File: config.mk
export PLATFORM = sky130hd
export DESIGN_NAME = two_pool_bitmap_page_allocator
export DESIGN_NICKNAME = d
export VERILOG_FILES = /design/src/hw/rtl/tpbpa_pkg.sv /design/src/hw/rtl/tpbpa_front.sv /design/src/hw/rtl/tpbpa_queue.sv /design/src/hw/rtl/tpbpa_back.sv /design/src/hw/rtl/two_pool_bitmap_page_allocator.sv
export SDC_FILE = /design/constraint.sdc
export NUM_CORES = 1
export LEC_CHECK = 0
export ABC_AREA = 1
export BUFFER_PORTS_ARGS = -buffer_cell sky130_fd_sc_hd__buf_2
export CAP_MARGIN = 0
export CORE_UTILIZATION = 51
export CTS_BUF_LIST = sky130_fd_sc_hd__clkbuf_2 sky130_fd_sc_hd__clkbuf_4 sky130_fd_sc_hd__clkbuf_8
export DETAILED_ROUTE_END_ITERATION = 12
export GPL_TIMING_DRIVEN = 1
export PLACE_DENSITY = 0.69
export SYNTH_ARGS = -nofsm -noshare
export SYNTH_HDL_FRONTEND = slang
export SYNTH_SLANG_ARGS = --single-unit
File: constraint.sdc
create_clock -name clk -period 7.3 [get_ports clk]
set_clock_uncertainty 0.1 [all_clocks]
set_input_delay 0.365 -clock clk [delete_from_list [all_inputs] [get_ports clk]]
set_output_delay 0.365 -clock clk [all_outputs]
set_load 0.01 [all_outputs]
File: src/hw/rtl/tpbpa_pkg.sv
package tpbpa_pkg;

  localparam int SMALL_PAGES_DEF      = 64;
  localparam int LARGE_PAGES_DEF      = 16;
  localparam int SMALL_PAGE_SHIFT_DEF = 12;
  localparam int LARGE_PAGE_SHIFT_DEF = 21;

  localparam int ADDR_W      = 64;
  localparam int CHUNK_W     = 16;
  localparam int CW_BITS     = $clog2(CHUNK_W);
  localparam int QUEUE_DEPTH = 2;

  localparam logic MODE_ALLOC = 1'b0;
  localparam logic MODE_FREE  = 1'b1;
  localparam logic POOL_SMALL = 1'b0;
  localparam logic POOL_LARGE = 1'b1;

  typedef enum logic [1:0] {
    ST_OK           = 2'd0,
    ST_OUT_OF_MEM   = 2'd1,
    ST_OUT_OF_RANGE = 2'd2,
    ST_ALREADY_FREE = 2'd3
  } status_t;

  typedef struct packed {
    logic mode;
    logic pool;
    logic range_err;
  } job_ctl_t;

  typedef struct packed {
    logic               hit;
    logic [CW_BITS-1:0] pos;
  } fz_t;

  function automatic fz_t first_zero(input logic [CHUNK_W-1:0] w);
    fz_t r;
    r.hit = 1'b0;
    r.pos = '0;
    for (int i = CHUNK_W - 1; i >= 0; i--) begin
      if (!w[i]) begin
        r.hit = 1'b1;
        r.pos = CW_BITS'(i);
      end
    end
    return r;
  endfunction

endpackage

File: src/hw/rtl/tpbpa_front.sv
module tpbpa_front #(
  parameter int SMALL_PAGES      = tpbpa_pkg::SMALL_PAGES_DEF,
  parameter int LARGE_PAGES      = tpbpa_pkg::LARGE_PAGES_DEF,
  parameter int SMALL_PAGE_SHIFT = tpbpa_pkg::SMALL_PAGE_SHIFT_DEF,
  parameter int LARGE_PAGE_SHIFT = tpbpa_pkg::LARGE_PAGE_SHIFT_DEF,
  parameter int IDX_W            = 1
) (
  input  logic                          clk,
  input  logic                          rst_n,
  input  logic                          in_tvalid,
  output logic                          in_tready,
  input  logic [tpbpa_pkg::ADDR_W-1:0]  in_tdata,
  input  logic [1:0]                    in_tuser,
  input  logic [tpbpa_pkg::ADDR_W-1:0]  heap_base,
  output logic                          push_valid,
  input  logic                          push_ready,
  output tpbpa_pkg::job_ctl_t           push_ctl,
  output logic [IDX_W-1:0]              push_idx,
  output logic [tpbpa_pkg::ADDR_W-1:0]  push_start
);

  localparam int AW = tpbpa_pkg::ADDR_W;
  localparam logic [AW-1:0] SMALL_SIZE = AW'(SMALL_PAGES) << SMALL_PAGE_SHIFT;
  localparam logic [AW-1:0] LARGE_SIZE = AW'(LARGE_PAGES) << LARGE_PAGE_SHIFT;
  localparam logic [AW-1:0] BOTH_SIZE  = SMALL_SIZE + LARGE_SIZE;

  logic          v_r, v_nxt;
  logic          mode_r, pool_r;
  logic [AW-1:0] addr_r, start_r, lim_r;
  logic [AW-1:0] start_nxt, lim_nxt;
  logic          take;
  logic          wrap, in_rng;
  logic [AW-1:0] offset, shifted;

  assign in_tready = !v_r || push_ready;
  assign take      = in_tvalid && in_tready;

  always_comb begin
    if (in_tuser[1] == tpbpa_pkg::POOL_LARGE) begin
      start_nxt = heap_base + SMALL_SIZE;
      lim_nxt   = heap_base + BOTH_SIZE;
    end else begin
      start_nxt = heap_base;
      lim_nxt   = heap_base + SMALL_SIZE;
    end
  end

  always_comb begin
    v_nxt = v_r;
    if (take) begin
      v_nxt = 1'b1;
    end else if (push_ready) begin
      v_nxt = 1'b0;
    end
  end

  always_ff @(posedge clk) begin
    if (!rst_n) begin
      v_r <= 1'b0;
    end else begin
      v_r <= v_nxt;
    end
  end

  always_ff @(posedge clk) begin
    if (take) begin
      mode_r  <= in_tuser[0];
      pool_r  <= in_tuser[1];
      addr_r  <= in_tdata;
      start_r <= start_nxt;
      lim_r   <= lim_nxt;
    end
  end

  always_comb begin
    wrap    = lim_r < start_r;
    in_rng  = !wrap && (addr_r >= start_r) && (addr_r < lim_r);
    offset  = addr_r - start_r;
    shifted = (pool_r == tpbpa_pkg::POOL_LARGE) ? (offset >> LARGE_PAGE_SHIFT)
                                                : (offset >> SMALL_PAGE_SHIFT);
  end

  assign push_valid         = v_r;
  assign push_ctl.mode      = mode_r;
  assign push_ctl.pool      = pool_r;
  assign push_ctl.range_err = (mode_r == tpbpa_pkg::MODE_FREE) && !in_rng;
  assign push_idx           = shifted[IDX_W-1:0];
  assign push_start         = start_r;

endmodule

File: src/hw/rtl/tpbpa_queue.sv
module tpbpa_queue #(
  parameter int W = 8
) (
  input  logic         clk,
  input  logic         rst_n,
  input  logic         push_valid,
  output logic         push_ready,
  input  logic [W-1:0] push_data,
  output logic         pop_valid,
  input  logic         pop_ready,
  output logic [W-1:0] pop_data
);

  localparam int D     = tpbpa_pkg::QUEUE_DEPTH;
  localparam int PTR_W = (D > 1) ? $clog2(D) : 1;
  localparam int CNT_W = $clog2(D + 1);

  logic [W-1:0]     mem_r [D];
  logic [PTR_W-1:0] wr_ptr_r, wr_ptr_nxt, rd_ptr_r, rd_ptr_nxt;
  logic [CNT_W-1:0] cnt_r, cnt_nxt;
  logic             do_push, do_pop;

  assign push_ready = cnt_r != CNT_W'(D);
  assign pop_valid  = cnt_r != '0;
  assign pop_data   = mem_r[rd_ptr_r];
  assign do_push    = push_valid && push_ready;
  assign do_pop     = pop_valid && pop_ready;

  always_comb begin
    wr_ptr_nxt = wr_ptr_r;
    rd_ptr_nxt = rd_ptr_r;
    cnt_nxt    = cnt_r;
    if (do_push) begin
      wr_ptr_nxt = (wr_ptr_r == PTR_W'(D - 1)) ? '0 : wr_ptr_r + 1'b1;
    end
    if (do_pop) begin
      rd_ptr_nxt = (rd_ptr_r == PTR_W'(D - 1)) ? '0 : rd_ptr_r + 1'b1;
    end
    if (do_push && !do_pop) begin
      cnt_nxt = cnt_r + 1'b1;
    end else if (do_pop && !do_push) begin
      cnt_nxt = cnt_r - 1'b1;
    end
  end

  always_ff @(posedge clk) begin
    if (!rst_n) begin
      wr_ptr_r <= '0;
      rd_ptr_r <= '0;
      cnt_r    <= '0;
    end else begin
      wr_ptr_r <= wr_ptr_nxt;
      rd_ptr_r <= rd_ptr_nxt;
      cnt_r    <= cnt_nxt;
    end
  end

  always_ff @(posedge clk) begin
    if (do_push) begin
      mem_r[wr_ptr_r] <= push_data;
    end
  end

endmodule

File: src/hw/rtl/tpbpa_back.sv
module tpbpa_back #(
  parameter int SMALL_PAGES      = tpbpa_pkg::SMALL_PAGES_DEF,
  parameter int LARGE_PAGES      = tpbpa_pkg::LARGE_PAGES_DEF,
  parameter int SMALL_PAGE_SHIFT = tpbpa_pkg::SMALL_PAGE_SHIFT_DEF,
  parameter int LARGE_PAGE_SHIFT = tpbpa_pkg::LARGE_PAGE_SHIFT_DEF,
  parameter int IDX_W            = 1
) (
  input  logic                          clk,
  input  logic                          rst_n,
  input  logic                          pop_valid,
  output logic                          pop_ready,
  input  tpbpa_pkg::job_ctl_t           pop_ctl,
  input  logic [IDX_W-1:0]              pop_idx,
  input  logic [tpbpa_pkg::ADDR_W-1:0]  pop_start,
  output logic                          out_tvalid,
  input  logic                          out_tready,
  output logic [tpbpa_pkg::ADDR_W-1:0]  out_tdata,
  output logic [1:0]                    out_tuser
);

  localparam int AW     = tpbpa_pkg::ADDR_W;
  localparam int CW     = tpbpa_pkg::CHUNK_W;
  localparam int CWB    = tpbpa_pkg::CW_BITS;
  localparam int NCH_S  = (SMALL_PAGES + CW - 1) / CW;
  localparam int NCH_L  = (LARGE_PAGES + CW - 1) / CW;
  localparam int NCH    = (NCH_S > NCH_L) ? NCH_S : NCH_L;
  localparam int CHI_W  = (NCH > 1) ? $clog2(NCH) : 1;
  localparam int FIDX_W = CHI_W + CWB;
  localparam int MAP_W  = NCH * CW;
  localparam int SI_W   = (SMALL_PAGES > 1) ? $clog2(SMALL_PAGES) : 1;
  localparam int LI_W   = (LARGE_PAGES > 1) ? $clog2(LARGE_PAGES) : 1;

  typedef enum logic [2:0] {
    S_IDLE = 3'b001,
    S_EXEC = 3'b010,
    S_FIN  = 3'b100
  } state_t;

  state_t                 state_r, state_nxt;
  logic                   mode_r, mode_nxt;
  logic                   pool_r, pool_nxt;
  logic                   err_r, err_nxt;
  logic [IDX_W-1:0]       idx_r, idx_nxt;
  logic [AW-1:0]          start_r, start_nxt;
  logic [CHI_W-1:0]       ch_r, ch_nxt;
  logic [FIDX_W-1:0]      found_r, found_nxt;
  tpbpa_pkg::status_t     stat_r, stat_nxt;
  logic [SMALL_PAGES-1:0] small_r, small_nxt;
  logic [LARGE_PAGES-1:0] large_r, large_nxt;
  logic                   out_v_r, out_v_nxt;
  logic [AW-1:0]          out_addr_r, out_addr_nxt;
  tpbpa_pkg::status_t     out_stat_r, out_stat_nxt;

  logic [MAP_W-1:0]       small_pad, large_pad, sel_map;
  logic [CW-1:0]          chunk;
  tpbpa_pkg::fz_t         fz;
  logic [FIDX_W-1:0]      fidx;
  logic [CHI_W-1:0]       last_ch;
  logic                   cur_bit;
  logic                   out_free;
  logic                   load;
  logic [AW-1:0]          found_wide, page_off;

  always_comb begin
    small_pad = '1;
    small_pad[SMALL_PAGES-1:0] = small_r;
    large_pad = '1;
    large_pad[LARGE_PAGES-1:0] = large_r;
  end

  assign sel_map  = (pool_r == tpbpa_pkg::POOL_LARGE) ? large_pad : small_pad;
  assign chunk    = sel_map[ch_r*CW +: CW];
  assign fz       = tpbpa_pkg::first_zero(chunk);
  assign fidx     = {ch_r, fz.pos};
  assign last_ch  = (pool_r == tpbpa_pkg::POOL_LARGE) ? CHI_W'(NCH_L - 1)
                                                      : CHI_W'(NCH_S - 1);
  assign cur_bit  = (pool_r == tpbpa_pkg::POOL_LARGE) ? large_r[idx_r[LI_W-1:0]]
                                                      : small_r[idx_r[SI_W-1:0]];
  assign out_free = !out_v_r || out_tready;

  assign found_wide = AW'(found_r);
  assign page_off   = (pool_r == tpbpa_pkg::POOL_LARGE) ? (found_wide << LARGE_PAGE_SHIFT)
                                                        : (found_wide << SMALL_PAGE_SHIFT);

  always_comb begin
    state_nxt    = state_r;
    mode_nxt     = mode_r;
    pool_nxt     = pool_r;
    err_nxt      = err_r;
    idx_nxt      = idx_r;
    start_nxt    = start_r;
    ch_nxt       = ch_r;
    found_nxt    = found_r;
    stat_nxt     = stat_r;
    small_nxt    = small_r;
    large_nxt    = large_r;
    out_v_nxt    = out_v_r && !out_tready;
    out_addr_nxt = out_addr_r;
    out_stat_nxt = out_stat_r;
    load         = 1'b0;

    unique case (state_r)
      S_IDLE: begin
        load = pop_valid;
      end
      S_EXEC: begin
        if (err_r) begin
          stat_nxt  = tpbpa_pkg::ST_OUT_OF_RANGE;
          state_nxt = S_FIN;
        end else if (mode_r == tpbpa_pkg::MODE_FREE) begin
          if (!cur_bit) begin
            stat_nxt = tpbpa_pkg::ST_ALREADY_FREE;
          end else begin
            stat_nxt = tpbpa_pkg::ST_OK;
            if (pool_r == tpbpa_pkg::POOL_LARGE) begin
              large_nxt[idx_r[LI_W-1:0]] = 1'b0;
            end else begin
              small_nxt[idx_r[SI_W-1:0]] = 1'b0;
            end
          end
          state_nxt = S_FIN;
        end else if (fz.hit) begin
          found_nxt = fidx;
          stat_nxt  = tpbpa_pkg::ST_OK;
          if (pool_r == tpbpa_pkg::POOL_LARGE) begin
            large_nxt[fidx[LI_W-1:0]] = 1'b1;
          end else begin
            small_nxt[fidx[SI_W-1:0]] = 1'b1;
          end
          state_nxt = S_FIN;
        end else if (ch_r == last_ch) begin
          stat_nxt  = tpbpa_pkg::ST_OUT_OF_MEM;
          state_nxt = S_FIN;
        end else begin
          ch_nxt = ch_r + 1'b1;
        end
      end
      S_FIN: begin
        if (out_free) begin
          out_v_nxt    = 1'b1;
          out_stat_nxt = stat_r;
          if (mode_r == tpbpa_pkg::MODE_ALLOC && stat_r == tpbpa_pkg::ST_OK) begin
            out_addr_nxt = start_r + page_off;
          end else begin
            out_addr_nxt = '0;
          end
          load      = pop_valid;
          state_nxt = S_IDLE;
        end
      end
      default: begin
        state_nxt = S_IDLE;
      end
    endcase

    if (load) begin
      mode_nxt  = pop_ctl.mode;
      pool_nxt  = pop_ctl.pool;
      err_nxt   = pop_ctl.range_err;
      idx_nxt   = pop_idx;
      start_nxt = pop_start;
      ch_nxt    = '0;
      state_nxt = S_EXEC;
    end
  end

  assign pop_ready = load;

  always_ff @(posedge clk) begin
    if (!rst_n) begin
      state_r <= S_IDLE;
      small_r <= '0;
      large_r <= '0;
      out_v_r <= 1'b0;
    end else begin
      state_r <= state_nxt;
      small_r <= small_nxt;
      large_r <= large_nxt;
      out_v_r <= out_v_nxt;
    end
  end

  always_ff @(posedge clk) begin
    mode_r     <= mode_nxt;
    pool_r     <= pool_nxt;
    err_r      <= err_nxt;
    idx_r      <= idx_nxt;
    start_r    <= start_nxt;
    ch_r       <= ch_nxt;
    found_r    <= found_nxt;
    stat_r     <= stat_nxt;
    out_addr_r <= out_addr_nxt;
    out_stat_r <= out_stat_nxt;
  end

  assign out_tvalid = out_v_r;
  assign out_tdata  = out_addr_r;
  assign out_tuser  = out_stat_r;

endmodule

File: src/hw/rtl/two_pool_bitmap_page_allocator.sv
// Page allocator for two pools: SMALL_PAGES pages of 2^SMALL_PAGE_SHIFT bytes
// starting at heap_base, then LARGE_PAGES pages of 2^LARGE_PAGE_SHIFT bytes.
// Alloc returns the lowest free page of the pool; free checks range and
// usage and reports a status. Both bitmaps are cleared by reset, with no
// clearing pass. The front forms the pool bounds as a beat is taken and holds
// the request in registers, from which it forms the range check and page index,
// until it pushes it into a 2-entry queue; the back pops it when idle or as it
// issues a result, and scans the bitmap 16 pages per cycle. In the back a free
// passes a check state and a result state; an alloc scans 16-page groups up to
// the first free page (1 to ceil(pages/16) groups, all groups when the pool is
// full), then forms the page address in its result state. The back takes the
// next request from the queue as it registers a result. Program heap_base only
// while idle, aligned to both page sizes.
module two_pool_bitmap_page_allocator #(
  parameter int SMALL_PAGES      = tpbpa_pkg::SMALL_PAGES_DEF,
  parameter int LARGE_PAGES      = tpbpa_pkg::LARGE_PAGES_DEF,
  parameter int SMALL_PAGE_SHIFT = tpbpa_pkg::SMALL_PAGE_SHIFT_DEF,
  parameter int LARGE_PAGE_SHIFT = tpbpa_pkg::LARGE_PAGE_SHIFT_DEF
) (
  input  logic        clk,
  input  logic        rst_n,
  input  logic        cfg_valid,
  output logic        cfg_ready,
  input  logic [63:0] cfg_data,    // heap_base
  input  logic        in_tvalid,
  output logic        in_tready,
  input  logic [63:0] in_tdata,    // address
  input  logic [1:0]  in_tuser,    // mode, pool
  output logic        out_tvalid,
  input  logic        out_tready,
  output logic [63:0] out_tdata,   // page_address
  output logic [1:0]  out_tuser    // status
);

  localparam int AW    = tpbpa_pkg::ADDR_W;
  localparam int MAXP  = (SMALL_PAGES > LARGE_PAGES) ? SMALL_PAGES : LARGE_PAGES;
  localparam int IDX_W = (MAXP > 1) ? $clog2(MAXP) : 1;
  localparam int CTL_W = $bits(tpbpa_pkg::job_ctl_t);
  localparam int Q_W   = CTL_W + IDX_W + AW;

  logic [AW-1:0]       heap_base_r;
  logic                push_valid, push_ready;
  tpbpa_pkg::job_ctl_t push_ctl, pop_ctl;
  logic [IDX_W-1:0]    push_idx, pop_idx;
  logic [AW-1:0]       push_start, pop_start;
  logic                pop_valid, pop_ready;
  logic [Q_W-1:0]      push_data, pop_data;

  assign cfg_ready = 1'b1;

  always_ff @(posedge clk) begin
    if (!rst_n) begin
      heap_base_r <= '0;
    end else if (cfg_valid) begin
      heap_base_r <= cfg_data;
    end
  end

  tpbpa_front #(
    .SMALL_PAGES      (SMALL_PAGES),
    .LARGE_PAGES      (LARGE_PAGES),
    .SMALL_PAGE_SHIFT (SMALL_PAGE_SHIFT),
    .LARGE_PAGE_SHIFT (LARGE_PAGE_SHIFT),
    .IDX_W            (IDX_W)
  ) u_front (
    .clk        (clk),
    .rst_n      (rst_n),
    .in_tvalid  (in_tvalid),
    .in_tready  (in_tready),
    .in_tdata   (in_tdata),
    .in_tuser   (in_tuser),
    .heap_base  (heap_base_r),
    .push_valid (push_valid),
    .push_ready (push_ready),
    .push_ctl   (push_ctl),
    .push_idx   (push_idx),
    .push_start (push_start)
  );

  assign push_data = {push_ctl, push_idx, push_start};

  tpbpa_queue #(
    .W (Q_W)
  ) u_queue (
    .clk        (clk),
    .rst_n      (rst_n),
    .push_valid (push_valid),
    .push_ready (push_ready),
    .push_data  (push_data),
    .pop_valid  (pop_valid),
    .pop_ready  (pop_ready),
    .pop_data   (pop_data)
  );

  assign pop_ctl   = pop_data[Q_W-1 -: CTL_W];
  assign pop_idx   = pop_data[AW +: IDX_W];
  assign pop_start = pop_data[AW-1:0];

  tpbpa_back #(
    .SMALL_PAGES      (SMALL_PAGES),
    .LARGE_PAGES      (LARGE_PAGES),
    .SMALL_PAGE_SHIFT (SMALL_PAGE_SHIFT),
    .LARGE_PAGE_SHIFT (LARGE_PAGE_SHIFT),
    .IDX_W            (IDX_W)
  ) u_back (
    .clk        (clk),
    .rst_n      (rst_n),
    .pop_valid  (pop_valid),
    .pop_ready  (pop_ready),
    .pop_ctl    (pop_ctl),
    .pop_idx    (pop_idx),
    .pop_start  (pop_start),
    .out_tvalid (out_tvalid),
    .out_tready (out_tready),
    .out_tdata  (out_tdata),
    .out_tuser  (out_tuser)
  );

endmodule

==> results by group <==
Status
  • Status: complete, no violations

Routing
  • Total number of vias: ~27000
  • Pre-antenna DRT Iters: 6
  • Vias per cell: ~5.5
  • Detail Route Antenna Nets: 0
  • Initial DRC count: between 2000 and 2500
  • Routed len/inst: 19.6 µm
  • Post-Route WL: 95.1 mm
  • DRC: 0

Timing
  • Fin. Hold Viols: 0
  • RSZ-0062 raised after global routing: no
  • Setup Viol. Count Final: 0
  • Least-Margin Pin Slew: roughly 1.2 ns
  • Final setup TNS: 0 ns
  • Crit share post-route: 59.8%
  • Setup ws final: between 2 and 3 ns
  • Max-slew violations: 0
  • Max Fclk: approximately 230 MHz
  • Post-route minimum period: 4.37 ns
  • Slew headroom: 17.6%

Critical path
  • Critical path launch point type: register
  • Data arrival time of the critical path: slightly below 5 ns
  • Worst r2r path cells: 16
  • Crit path top cell by count: nor2_1
  • Crit-path cells: buf_4 -> nor2_1 -> o21ai_0 -> o21ai_0 -> o21bai_1 -> nor2_2 -> nand2_1 -> nor2_2 -> nand3_2 -> nand4_1 -> inv_2 -> buf_4 -> nand4_1 -> nor2_1 -> nor2_1 -> nor2_1
  • CP Class: reg -> reg
  • Worst R2R End: u_back.small_pad[33]
  • Critical Path RT: 7.84 ns
  • Reg-to-Reg Start: u_back.pool_r
  • Critical Path Sink Type: register
  • Crit path launch: u_back.pool_r
  • Worst path slowest cell: edfxtp_1
  • CP peak stage delay: between 0.6 and 0.7 ns
  • Worst-path maximum fanout: 56
  • Internal reg-to-reg setup slack: 2.93 ns

Min path
  • Hold WC Path Type: in -> reg
  • Worst hold start: cfg_valid
  • Hold path depth: 4
  • WHS Endpoint: heap_base_r[13]

Floorplanning
  • Die W: 253 µm
  • Initial Util: 51.7%
  • DIE HEIGHT: 253 µm
  • Die area: ~64000 µm²
  • Core Region: between 60000 and 70000 µm²
  • Cell Rows: slightly above 90
  • Io pins: 204

Clocking
  • Clk sinks: roughly 620
  • TritonCTS clock tree: built
  • Worst-path clk slew: around 0.060 ns
  • H-tree depth: 3
  • CTS buffer count: between 100 and 150
  • Root Buffer: clkbuf_8
  • Clock buffer depth: 3
  • Post-CTS Resized: 0
  • Worst-Skew Late Latency: ~0.73 ns
  • Post-CTS Setup Bufs: 0

Yosys
  • Number of synthesized flops with an enable pin: ~470
  • Syn. warnings: 0
  • FF+latch count, synth: ~620
  • Net Count, Synth: 3873
  • Avg Synthesized Cell Area: between 8 and 9 µm²
  • Cell count after synthesis: around 3600
  • Ys async rst share: 0%
  • Register area share after synthesis: ~54%
  • Netlist cell types: 56
  • Most used DFF post-synth: edfxtp_1
  • Mapped Area: between 30000 and 40000 µm²

Finish
  • Sequential Area: between 15000 and 20000 µm²
  • Multi-input logic area: between 10000 and 15000 µm²
  • Commonest cells after routing, fill and taps aside: 720 x nand2_1, 469 x edfxtp_1, 445 x inv_1
  • Fill cells: between 5000 and 6000
  • Commonest non-fill, non-tap cell in the layout: nand2_1
  • Layout Utilization: about 60%
  • NumNets Final: between 4000 and 5000
  • Share of layout cells above drive strength 1: 11.2%
  • Layout area overhead: 16.7%

Global route
  • Global-route wire length before repair: around 140 mm
  • GRT Total Usage: about 30%
  • Overflow after GRT: 0
  • Initial antenna violation count: 1
  • Largest net degree at the start of global routing: between 100 and 150
  • Vias in the first global route: 25400

Placement
  • Gpl congestion: roughly 1.0
  • Port bufs: between 200 and 250
  • Pre-CTS setup slack: about 3 ns
  • Final HPWL DP: roughly 69 mm

Run
  • Max-Cap Viols: 0

Power
  • Leak Pwr: approximately 15 nW
  • Worst vdd ir: roughly 0.18 mV
  • Pwr/cell area: 284 nW/µm²
==> per-stage QoR <==
step	power [mW]	cell area [µm²]	hold slack, ns	std cells
final	10.6	37400	0.121	4846
after global routing	11.2	37400	0.122	4845
after CTS	10.7	37400	0.0618	4845
after detailed placement	7.33	33800	0.310	4512
after global placement	7.30	33800	0.306	4512
after floorplan	6.47	32000	0.303	3561
==> power breakdown <==
part           switching, mW  total [mW]  internal (mW)
clock network           1.49        3.28           1.79
logic                   1.83        2.56          0.729
registers              0.340        4.80           4.46
==> registers in the layout (all words and copies together), names as in the netlist, 2 cells and up <==
register            count
u_back.start_r         64
u_front.lim_r          64
u_back.out_tuser        2
u_back.state_r          3
u_front.push_start     46
u_back.ch_r             2
u_queue.cnt_r           2
heap_base_r            64
u_queue.mem_r         146
u_back.small_pad       64
u_back.idx_r            6
u_back.stat_r           2
u_back.found_r          6
u_back.large_r         16
u_back.out_tdata       64
u_front.addr_r         64
==> timing repair <==
item,CTS,global route
hold buffers,132,0
endpoints found under the setup margin,0,0
hold endpoints to repair,134,0
==> layout make-up <==
class / instances / share of cell area, %
repair buffers: 358 / 6.75
well taps: 837 / 2.80
clock inverters: 48 / 1.05
inverters: 464 / 4.67
diodes: 1 / 0.00669
flip-flops and latches: 624 / 46.0
multi-input cells: 2361 / 33.8
clock buffers: 153 / 4.94
==> Yosys cell counts (4+ instances only) <==
master / count / area share (%)
nand2_1: 720 / 8.4
edfxtp_1: 469 / 44
inv_1: 449 / 5.3
nor2_1: 347 / 4.1
o21ai_0: 317 / 5.0
a21oi_1: 293 / 4.6
ha_1: 176 / 6.9
dfxtp_1: 155 / 9.7
nand3_1: 87 / 1.4
clkbuf_1: 78 / 0.91
xor2_1: 72 / 2.0
nor3_1: 70 / 1.1
nand4_1: 59 / 1.2
nor4_1: 30 / 0.59
o22ai_1: 26 / 0.51
a31oi_1: 25 / 0.49
o31ai_1: 18 / 0.42
buf_2: 14 / 0.22
buf_4: 12 / 0.28
o21a_1: 12 / 0.28
inv_2: 11 / 0.13
a211oi_1: 10 / 0.23
nor2_2: 10 / 0.20
o211ai_1: 10 / 0.23
o21bai_1: 9 / 0.21
buf_1: 7 / 0.082
o2111ai_1: 7 / 0.19
a21o_1: 5 / 0.12
a22oi_1: 5 / 0.12
nand2_2: 5 / 0.098
o21ai_1: 5 / 0.078
o221ai_1: 5 / 0.14
and3_1: 4 / 0.078
clkinv_1: 4 / 0.047
or2_2: 4 / 0.078
==> kinds of logic after synthesis <==
| logic type | share of synthesized area, % |
|---|---|
| mux | 0.0312 |
| compound gates | 12.9 |
| simple gates | 17.5 |
| flops | 53.6 |
| buf+inv | 6.97 |
| xor+xnor | 2.05 |
| other cells | 0.0117 |
| fa+ha+maj | 6.94 |
==> per-layer routing <==
| metal | vias to the layer above | track usage [%] | part of all wire [%] |
|---|---|---|---|
| met3 | 244 | 4.88 | 7.1 |
| met1 | 12400 | 37.1 | 40 |
| li1 | 12900 | - | - |
| met2 | 1070 | 50.4 | 48 |
| met4 | 0 | 14.5 | 4.8 |
| met5 | - | 0 | 0 |
==> critical path, delay by kind of cell (launching register included) <==
kind	cells	cell delay [ns]
buffers and inverters	3	0.98
flip-flops	1	0.67
AND/OR/NAND/NOR	10	2.02
AO/OA/AOI/OAI	3	0.44
==> worst max-delay path by stage <==
| stage | cells after the start | to | slack [ns] |
|---|---|---|---|
| after floorplan | 5 | u_back.err_r | 1.14 |
| after global placement | 16 | u_back.small_pad[1] | 3.15 |
| after detailed placement | 16 | u_back.small_pad[9] | 3.08 |
| after CTS | 16 | u_back.small_pad[9] | 3.02 |
| after global routing | 22 | u_back.out_tdata[62] | 2.44 |
| final | 16 | u_back.small_pad[33] | 2.93 |
Power figures use the tool's default switching activity.
